--- config.mk ---
export PLATFORM = sky130hd
export DESIGN_NAME = frame_receiver_xor_check_top
export DESIGN_NICKNAME = d
export VERILOG_FILES = /design/src/design/frx_pkg.sv /design/src/design/frx_cfg.sv /design/src/design/frx_parse.sv /design/src/design/frx_out.sv /design/src/design/frame_receiver_xor_check_top.sv
export SDC_FILE = /design/constraint.sdc
export NUM_CORES = 1
export LEC_CHECK = 0
export BUFFER_PORTS_ARGS = -buffer_cell sky130_fd_sc_hd__buf_2
export CAP_MARGIN = 40
export CORE_MARGIN = 2
export CORE_UTILIZATION = 53
export DETAILED_ROUTE_END_ITERATION = 7
export PLACE_DENSITY = 0.77
export SYNTH_ARGS = -nofsm -noshare
export SYNTH_HDL_FRONTEND = slang
export SYNTH_HIERARCHICAL = 1
export SYNTH_SLANG_ARGS = --single-unit
--- constraint.sdc ---
create_clock -name clk -period 4.5 [get_ports clk]
set_input_delay 0.225 -clock clk [delete_from_list [all_inputs] [get_ports clk]]
set_output_delay 0.225 -clock clk [all_outputs]
set_load 0.01 [all_outputs]
--- src/design/frx_pkg.sv ---
// ----------------------------------------------------------------------------
// frx_pkg: shared types and constants of the frame receiver
// Register map, source class codes, result word layout and classification.
// ----------------------------------------------------------------------------
package frx_pkg;

  localparam int unsigned PADDR_W = 5;
  localparam int unsigned PDATA_W = 32;

  localparam logic [7:0]  START_RESET = 8'h68;
  localparam logic [15:0] HDR_LEN     = 16'd8;

  // Register index, taken from paddr[4:2]
  typedef enum logic [2:0] {
    REG_START_BYTE    = 3'd0,
    REG_PANEL_ADDR    = 3'd1,
    REG_CTRL_ADDR     = 3'd2,
    REG_CTRL_TYPE     = 3'd3,
    REG_MODULE_ADDR   = 3'd4,
    REG_MODULE_TYPE   = 3'd5,
    REG_THERMO_ADDR   = 3'd6,
    REG_THERMO_TYPE   = 3'd7
  } reg_idx_t;

  typedef enum logic [2:0] {
    CLS_PANEL      = 3'd0,
    CLS_CONTROLLER = 3'd1,
    CLS_MODULE     = 3'd2,
    CLS_THERMOSTAT = 3'd3,
    CLS_OTHER      = 3'd4
  } src_cls_t;

  typedef struct packed {
    logic [7:0] start_byte;
    logic [7:0] panel_address;
    logic [7:0] controller_address;
    logic [7:0] controller_type;
    logic [7:0] module_address;
    logic [7:0] module_type;
    logic [7:0] thermostat_address;
    logic [7:0] thermostat_type;
  } cfg_regs_t;

  typedef struct packed {
    logic        frame_ok;
    src_cls_t    source_class;
    logic [7:0]  source_addr;
    logic [7:0]  frame_kind;
    logic [14:0] frame_length;
  } result_t;

  typedef struct packed {
    logic    push;
    result_t res;
  } res_push_t;

  // Panel wins on address alone; the others need address and type.
  function automatic src_cls_t classify(cfg_regs_t c, logic [7:0] src, logic [7:0] kind);
    src_cls_t cls;
    if (src == c.panel_address) begin
      cls = CLS_PANEL;
    end else if (src == c.controller_address && kind == c.controller_type) begin
      cls = CLS_CONTROLLER;
    end else if (src == c.module_address && kind == c.module_type) begin
      cls = CLS_MODULE;
    end else if (src == c.thermostat_address && kind == c.thermostat_type) begin
      cls = CLS_THERMOSTAT;
    end else begin
      cls = CLS_OTHER;
    end
    return cls;
  endfunction

endpackage

--- src/design/frx_cfg.sv ---
// ----------------------------------------------------------------------------
// frx_cfg: configuration register file
// APB-style write and read of the eight 8-bit control registers.
// ----------------------------------------------------------------------------
module frx_cfg import frx_pkg::*; (
  input  logic               clk,
  input  logic               rst_n,
  input  logic               psel,
  input  logic               penable,
  input  logic               pwrite,
  input  logic [PADDR_W-1:0] paddr,
  input  logic [PDATA_W-1:0] pwdata,
  output logic [PDATA_W-1:0] prdata,
  output logic               pready,
  output cfg_regs_t          cfg
);

  cfg_regs_t cfg_r;
  cfg_regs_t cfg_nxt;
  reg_idx_t  idx;
  logic      wr_en;
  logic [7:0] rd_byte;

  assign pready = 1'b1;
  assign idx    = reg_idx_t'(paddr[4:2]);
  assign wr_en  = psel & penable & pwrite & pready;

  always_comb begin
    cfg_nxt = cfg_r;
    if (wr_en) begin
      case (idx)
        REG_START_BYTE:  cfg_nxt.start_byte         = pwdata[7:0];
        REG_PANEL_ADDR:  cfg_nxt.panel_address      = pwdata[7:0];
        REG_CTRL_ADDR:   cfg_nxt.controller_address = pwdata[7:0];
        REG_CTRL_TYPE:   cfg_nxt.controller_type    = pwdata[7:0];
        REG_MODULE_ADDR: cfg_nxt.module_address     = pwdata[7:0];
        REG_MODULE_TYPE: cfg_nxt.module_type        = pwdata[7:0];
        REG_THERMO_ADDR: cfg_nxt.thermostat_address = pwdata[7:0];
        REG_THERMO_TYPE: cfg_nxt.thermostat_type    = pwdata[7:0];
        default:         cfg_nxt = cfg_r;
      endcase
    end
  end

  always_comb begin
    case (idx)
      REG_START_BYTE:  rd_byte = cfg_r.start_byte;
      REG_PANEL_ADDR:  rd_byte = cfg_r.panel_address;
      REG_CTRL_ADDR:   rd_byte = cfg_r.controller_address;
      REG_CTRL_TYPE:   rd_byte = cfg_r.controller_type;
      REG_MODULE_ADDR: rd_byte = cfg_r.module_address;
      REG_MODULE_TYPE: rd_byte = cfg_r.module_type;
      REG_THERMO_ADDR: rd_byte = cfg_r.thermostat_address;
      REG_THERMO_TYPE: rd_byte = cfg_r.thermostat_type;
      default:         rd_byte = 8'd0;
    endcase
  end

  assign prdata = {{(PDATA_W-8){1'b0}}, rd_byte};
  assign cfg    = cfg_r;

  always_ff @(posedge clk) begin
    if (!rst_n) begin
      cfg_r <= '{start_byte: START_RESET, default: 8'h00};
    end else begin
      cfg_r <= cfg_nxt;
    end
  end

endmodule

--- src/design/frx_parse.sv ---
// ----------------------------------------------------------------------------
// frx_parse: frame tracker
// Start-byte hunt, header capture, byte count and running XOR.
// ----------------------------------------------------------------------------
module frx_parse import frx_pkg::*; (
  input  logic       clk,
  input  logic       rst_n,
  input  cfg_regs_t  cfg,
  input  logic       byte_take,
  input  logic [7:0] rx_byte,
  output logic       will_emit,
  output res_push_t  res_push
);

  logic        phase_r,  phase_nxt;
  logic [14:0] pos_r,    pos_nxt;
  logic [15:0] decl_r,   decl_nxt;
  logic [7:0]  xor_r,    xor_nxt;
  logic [7:0]  src_r,    src_nxt;
  logic [7:0]  kind_r,   kind_nxt;
  logic [15:0] eff_len;
  logic [7:0]  kind_cur;

  // Length is settled by byte 2, so the close decision needs state only.
  assign eff_len   = (decl_r < HDR_LEN || decl_r[15]) ? HDR_LEN : decl_r;
  assign will_emit = phase_r && (pos_r >= 15'd7) && (({1'b0, pos_r} + 16'd1) >= eff_len);
  assign kind_cur  = (pos_r == 15'd7) ? rx_byte : kind_r;

  always_comb begin
    phase_nxt = phase_r;
    pos_nxt   = pos_r;
    decl_nxt  = decl_r;
    xor_nxt   = xor_r;
    src_nxt   = src_r;
    kind_nxt  = kind_r;
    res_push.push             = 1'b0;
    res_push.res.frame_ok     = (xor_r == 8'd0);
    res_push.res.source_class = classify(cfg, src_r, kind_cur);
    res_push.res.source_addr  = src_r;
    res_push.res.frame_kind   = kind_cur;
    res_push.res.frame_length = eff_len[14:0];
    if (byte_take) begin
      if (!phase_r) begin
        if (rx_byte == cfg.start_byte) begin
          phase_nxt = 1'b1;
          pos_nxt   = 15'd1;
          xor_nxt   = rx_byte;
          decl_nxt  = 16'd0;
        end
      end else begin
        case (pos_r)
          15'd1:   decl_nxt = {decl_r[15:8], rx_byte};
          15'd2:   decl_nxt = {rx_byte, decl_r[7:0]};
          15'd4:   src_nxt  = rx_byte;
          15'd7:   kind_nxt = rx_byte;
          default: decl_nxt = decl_r;
        endcase
        if (will_emit) begin
          res_push.push = 1'b1;
          phase_nxt     = 1'b0;
          pos_nxt       = 15'd0;
          xor_nxt       = 8'd0;
        end else begin
          xor_nxt = xor_r ^ rx_byte;
          pos_nxt = pos_r + 15'd1;
        end
      end
    end
  end

  always_ff @(posedge clk) begin
    if (!rst_n) begin
      phase_r <= 1'b0;
      pos_r   <= '0;
      decl_r  <= '0;
      xor_r   <= '0;
      src_r   <= '0;
      kind_r  <= '0;
    end else begin
      phase_r <= phase_nxt;
      pos_r   <= pos_nxt;
      decl_r  <= decl_nxt;
      xor_r   <= xor_nxt;
      src_r   <= src_nxt;
      kind_r  <= kind_nxt;
    end
  end

endmodule

--- src/design/frx_out.sv ---
// ----------------------------------------------------------------------------
// frx_out: result register
// Hold one result word until the downstream side takes it.
// ----------------------------------------------------------------------------
module frx_out import frx_pkg::*; (
  input  logic      clk,
  input  logic      rst_n,
  input  res_push_t res_push,
  input  logic      out_stall,
  output logic      blocked,
  output logic      out_valid,
  output result_t   res
);

  logic    valid_r, valid_nxt;
  result_t res_r;

  assign blocked = valid_r & out_stall;

  always_comb begin
    valid_nxt = valid_r;
    if (valid_r && !out_stall) begin
      valid_nxt = 1'b0;
    end
    if (res_push.push) begin
      valid_nxt = 1'b1;
    end
  end

  always_ff @(posedge clk) begin
    if (!rst_n) begin
      valid_r <= 1'b0;
    end else begin
      valid_r <= valid_nxt;
    end
  end

  always_ff @(posedge clk) begin
    if (res_push.push) begin
      res_r <= res_push.res;
    end
  end

  assign out_valid = valid_r;
  assign res       = res_r;

endmodule

--- src/design/frame_receiver_xor_check_top.sv ---
// ----------------------------------------------------------------------------
// frame_receiver_xor_check_top: length-prefixed frame receiver with XOR check
// Hunts for the start byte, tracks header and length, reports each frame.
// ----------------------------------------------------------------------------
// The block takes one received byte per clock whenever in_stall is low, and
// every byte that it takes from in_rx_byte is folded into the frame tracker
// state in the cycle it is accepted, and the word for a finished frame sits in
// the result register from the next cycle on. in_stall rises only when the
// offered byte would close a frame while the previous result word is still
// held by a stalled downstream side; every other byte, including those that
// arrive while a result waits, is taken at once. Frames are opened by the
// configured start byte (0x68 after reset), carry their little-endian total
// length in header bytes 1 and 2 (below 8 or from 32768 up means 8), and are
// judged good when the XOR of every byte but the last is zero. The source
// class is matched against the configuration registers as they stand when
// the last byte arrives; write them only while no frame is in flight.
// ----------------------------------------------------------------------------
module frame_receiver_xor_check_top import frx_pkg::*; (
  input  logic               clk,
  input  logic               rst_n,
  // Byte input
  input  logic               in_valid,
  output logic               in_stall,
  input  logic [7:0]         in_rx_byte,
  // Frame result
  output logic               out_valid,
  input  logic               out_stall,
  output logic               out_frame_ok,
  output logic [2:0]         out_source_class,
  output logic [7:0]         out_source_addr,
  output logic [7:0]         out_frame_kind,
  output logic [14:0]        out_frame_length,
  // Configuration
  input  logic               psel,
  input  logic               penable,
  input  logic               pwrite,
  input  logic [PADDR_W-1:0] paddr,
  input  logic [PDATA_W-1:0] pwdata,
  output logic [PDATA_W-1:0] prdata,
  output logic               pready
);

  cfg_regs_t cfg;
  res_push_t res_push;
  result_t   res;
  logic      will_emit;
  logic      blocked;
  logic      byte_take;

  // Stall only the byte that would need a free result register.
  assign in_stall  = will_emit & blocked;
  assign byte_take = in_valid & ~in_stall;

  frx_cfg u_cfg (
    .clk     (clk),
    .rst_n   (rst_n),
    .psel    (psel),
    .penable (penable),
    .pwrite  (pwrite),
    .paddr   (paddr),
    .pwdata  (pwdata),
    .prdata  (prdata),
    .pready  (pready),
    .cfg     (cfg)
  );

  frx_parse u_parse (
    .clk       (clk),
    .rst_n     (rst_n),
    .cfg       (cfg),
    .byte_take (byte_take),
    .rx_byte   (in_rx_byte),
    .will_emit (will_emit),
    .res_push  (res_push)
  );

  frx_out u_out (
    .clk       (clk),
    .rst_n     (rst_n),
    .res_push  (res_push),
    .out_stall (out_stall),
    .blocked   (blocked),
    .out_valid (out_valid),
    .res       (res)
  );

  // Drive the result word fields out.
  assign out_frame_ok     = res.frame_ok;
  assign out_source_class = res.source_class;
  assign out_source_addr  = res.source_addr;
  assign out_frame_kind   = res.frame_kind;
  assign out_frame_length = res.frame_length;

endmodule

==> metrics.log <==
INFO  metric yosysWarnings = 6
INFO  metric critical_path_peak_fanout = 8
INFO  metric slowest_delay = 0.43 ns
INFO  metric average_wire_per_standard_cell = ~19 um
INFO  metric power_density = 296 nW/um^2
INFO  metric setup_clock_skew_after_layout = 0.00633 ns
INFO  metric placement.cell_area = 9440 sq um
INFO  metric min-delay-start = out_stall
INFO  metric post-route-cell-area = 9990 sq um
INFO  metric ctsRootBufferMaster = clkbuf_16
INFO  metric final.period_utilization = 0.927
INFO  metric grt_first_pass_wirelength = around 38000 um
INFO  metric top_level_ports = 122
INFO  metric r2r_setup_slack = 0.33 ns
INFO  metric timing.rr.end = u_parse/src_r[6]
INFO  metric fin_tns_setup = 0 ns
INFO  metric hpwl_after_detailed_placement = 16700 um
INFO  metric worstReg2RegStart = u_parse/pos_r[6]
INFO  metric initial_core_util = 0.546
INFO  metric max_cap_violation_count = 0
INFO  metric grt_usage = 0.272
INFO  metric dr.first_iter.drc_count = roughly 1.1k
INFO  metric fin_hold_ws = 0.141 ns
INFO  metric worst_setup_path_start_kind = register
INFO  metric clock-sinks = 156
INFO  metric synth_area = 9080 sq um
INFO  metric clock_latency = around 0.43 ns
INFO  metric critical_path_endpoint_category = register
INFO  metric core_area = 16600 sq um
INFO  metric cts_setup_buffers = 0
INFO  metric relSlewSlack = 0.453
INFO  metric grt-ovfl-total = 0
INFO  metric ys_dominant_reg_cell = dfxtp_1
INFO  metric numCtsBuffers = 17
INFO  metric postLayoutCoreUtil = 0.601
INFO  metric cell_depth_of_the_worst_hold_path = 3
INFO  metric first_global_vias = 6911
INFO  metric via_count_of_the_routed_design = slightly below 8k
INFO  metric worst_setup_hold_path_clk_slew = 0.06 ns
INFO  metric cpMaxStageDelayCell = dfxtp_1
INFO  metric numPortBuffers = 70
INFO  metric timing.final.hold_violations = 0
INFO  metric synthCells = 1039
INFO  metric leakagePower = around 0.0038 uW
INFO  metric synth_largest_area_cell = dfxtp_1
INFO  metric htreeDepth = 4
INFO  metric rows = 47
INFO  metric synth_enable_flop_cells = 35
INFO  metric min_path_type = in -> reg
INFO  metric synth_top_cell_area_share = 0.267
INFO  metric drt.antenna.violating_nets = 0
INFO  metric detail_route.wirelength = 24600 um
INFO  metric critPathKind = reg -> reg
INFO  metric total_power = 2960 uW
INFO  metric timing.critical_path.required = 4.81 ns
INFO  metric drc = 0
INFO  metric post_synth.cell_area_avg = just under 9 sq um
INFO  metric gp_routability_congestion = 0.895
INFO  metric min_to = u_out/out_valid
INFO  metric fmax = 0.240 GHz
INFO  metric ff2ff_path_depth = 19
INFO  metric viasPerCell = 6.04
INFO  metric rsz_0062_raised_after_global_routing = no
INFO  metric cp_cell_sequence = nand4_1 > or2_2 > nor2_1 > nand3_1 > xnor2_1 > ha_1 > a211oi_1 > o21bai_1 > a221oi_1 > o21ai_1 > and3_1 > a21boi_2 > buf_4 > and2_1 > nand3_1 > nor2_2 > buf_4 > mux2i_1 > nor2b_1
INFO  metric die_h = between 100 and 150 um
INFO  metric yosysSeqAreaShare = 0.382
INFO  metric synth_cell_types = 75
INFO  metric firstDrtPassIters = 6
INFO  metric ys_async_sr_fraction = 0
INFO  metric synth.top_cells.by_area = dfxtp_1, edfxtp_1, nand2_1
INFO  metric outcome = completed
INFO  metric report.final.setup_viol = 0
INFO  metric critical_path_arrival = between 4 and 5 ns
INFO  metric antenna_cells = 0
INFO  metric timing.final.crit_period = 4.17 ns
INFO  metric worst_margin_pin_slew = 0.821 ns
INFO  metric die_w = ~130 um
INFO  metric flow.area_growth_from_synthesis = 10.0%
INFO  metric grt_antenna_before_repair = 0
INFO  metric tritoncts = done
INFO  metric grt_max_degree = 96
INFO  metric cts.path.max_buffers = 2
INFO  metric vdd.ir_drop.worst = 0.264 mV
INFO  metric timing_max_transition_violations_final = 0
INFO  metric fin_nets = between 1k and 1.5k
INFO  metric final_layout_size_suffix_gt1_frac = 0.132
INFO  metric die_outline_area = 18200 sq um
INFO  metric postSynthRegisterBits = around 160
-- where the power goes --
| group | switching, uW | internal (uW) | total (uW) |
|---|---|---|---|
| combinational | 129 | 58.8 | 188 |
| clock | 570 | 768 | 1340 |
| sequential | 6.32 | 1430 | 1440 |
-- area by class of cell --
class / count / area, sq um
Fill cell: 1443 / 6650
Multi-Input combinational cell: 750 / 5000
Sequential cell: 156 / 3470
Timing Repair Buffer: 88 / 510
Clock buffer: 20 / 447
Tap cell: 220 / 275
Inverter: 51 / 191
Clock inverter: 12 / 98.8
-- kinds of logic (layout without fill, tap and decap cells) --
kind of cell             Yosys count  in the layout  synth area share
adder cells (fa/ha/maj)           20             20            0.0276
XOR/XNOR                          79             79            0.0762
flip-flops                       156            156             0.382
multiplexers                      42             42            0.0468
AO/OA/AOI/OAI                    230            230             0.177
other                              3             26           0.00124
AND/OR/NAND/NOR                  353            353             0.211
buffers and inverters            156            171            0.0781
-- sequential cells by signal, summed over array words and instances, names as in the netlist --
name / cells
u_parse/phase_r: 1
u_out/res: 35
u_parse/xor_r: 8
u_parse/src_r: 8
u_parse/kind_r: 8
u_parse/decl_r: 16
u_out/out_valid: 1
u_cfg/cfg: 64
u_parse/pos_r: 15
-- placed cells by master, fill, tap and decap left out, types with 6 or more instances in the layout --
cell / instances
nand2_1: 127
dfxtp_1: 121
buf_2: 70
o21ai_0: 67
a21boi_0: 59
xnor2_1: 54
inv_1: 51
nor2b_1: 39
mux2i_1: 38
nor2_1: 35
edfxtp_1: 35
conb_1: 26
xor2_1: 25
nand2b_1: 23
nand3_1: 22
nand4_1: 21
ha_1: 20
clkbuf_16: 17
buf_4: 16
a221oi_1: 13
a21oi_1: 13
and3_1: 13
nor4_1: 11
a21boi_1: 9
or3_1: 8
o211a_1: 8
nor3_1: 7
and2_1: 6
a22o_1: 6
o21a_1: 6
or4_1: 6
-- through the flow --
step,worst slack (ns),instances
2_1_floorplan,0.250,1062
3_3_place_gp,0.261,1265
3_5_place_dp,0.222,1265
4_1_cts,0.184,1297
5_1_grt,0.0609,1297
6_report,0.329,1297
-- cells in the mapped netlist, types with 21 or more instances --
cell / count
nand4_1: 21
edfxtp_1: 35
dfxtp_1: 121
xor2_1: 25
xnor2_1: 54
nor2_1: 35
nand2_1: 127
nand2b_1: 24
buf_4: 27
clkbuf_1: 58
nand3_1: 22
a21boi_0: 59
nor2b_1: 39
inv_1: 51
mux2i_1: 38
o21ai_0: 69
-- worst max path at each step --
stage                     startpoint                  to  slack, ns
finish              u_parse/pos_r[6]    u_parse/src_r[6]       0.33
CTS                 u_parse/pos_r[0]    u_parse/src_r[6]       0.18
floorplan           u_parse/pos_r[2]        u_out/res[0]       0.25
global placement    u_parse/pos_r[0]  u_parse/decl_r[10]       0.26
global route        u_parse/pos_r[0]    u_parse/src_r[2]       0.06
detailed placement  u_parse/pos_r[4]  u_parse/decl_r[10]       0.22
-- worst max-delay path: cells and delay by family (launching register included) --
kind / cells / cell delay (ns)
AO/OA/AOI/OAI: 5 / 0.97
XOR/XNOR: 1 / 0.30
adder cells (fa/ha/maj): 1 / 0.32
buffers and inverters: 2 / 0.35
flip-flops: 1 / 0.43
multiplexers: 1 / 0.25
AND/OR/NAND/NOR: 9 / 1.44
-- metal layers --
layer / vias up / GRT usage / wire length, um
met5: - / 0 / 0
met1: 3692 / 0.391 / 10700
met4: 0 / 0.0965 / 612
met3: 52 / 0.0608 / 2450
li1: 3620 / - / -
met2: 474 / 0.401 / 10800
-- what timing repair did --
item                       in CTS  in global routing
hold buffers                    0                  0
setup endpoints to repair       0                 30
gates resized for setup         0                  4
(Power assumes the default switching activity.)
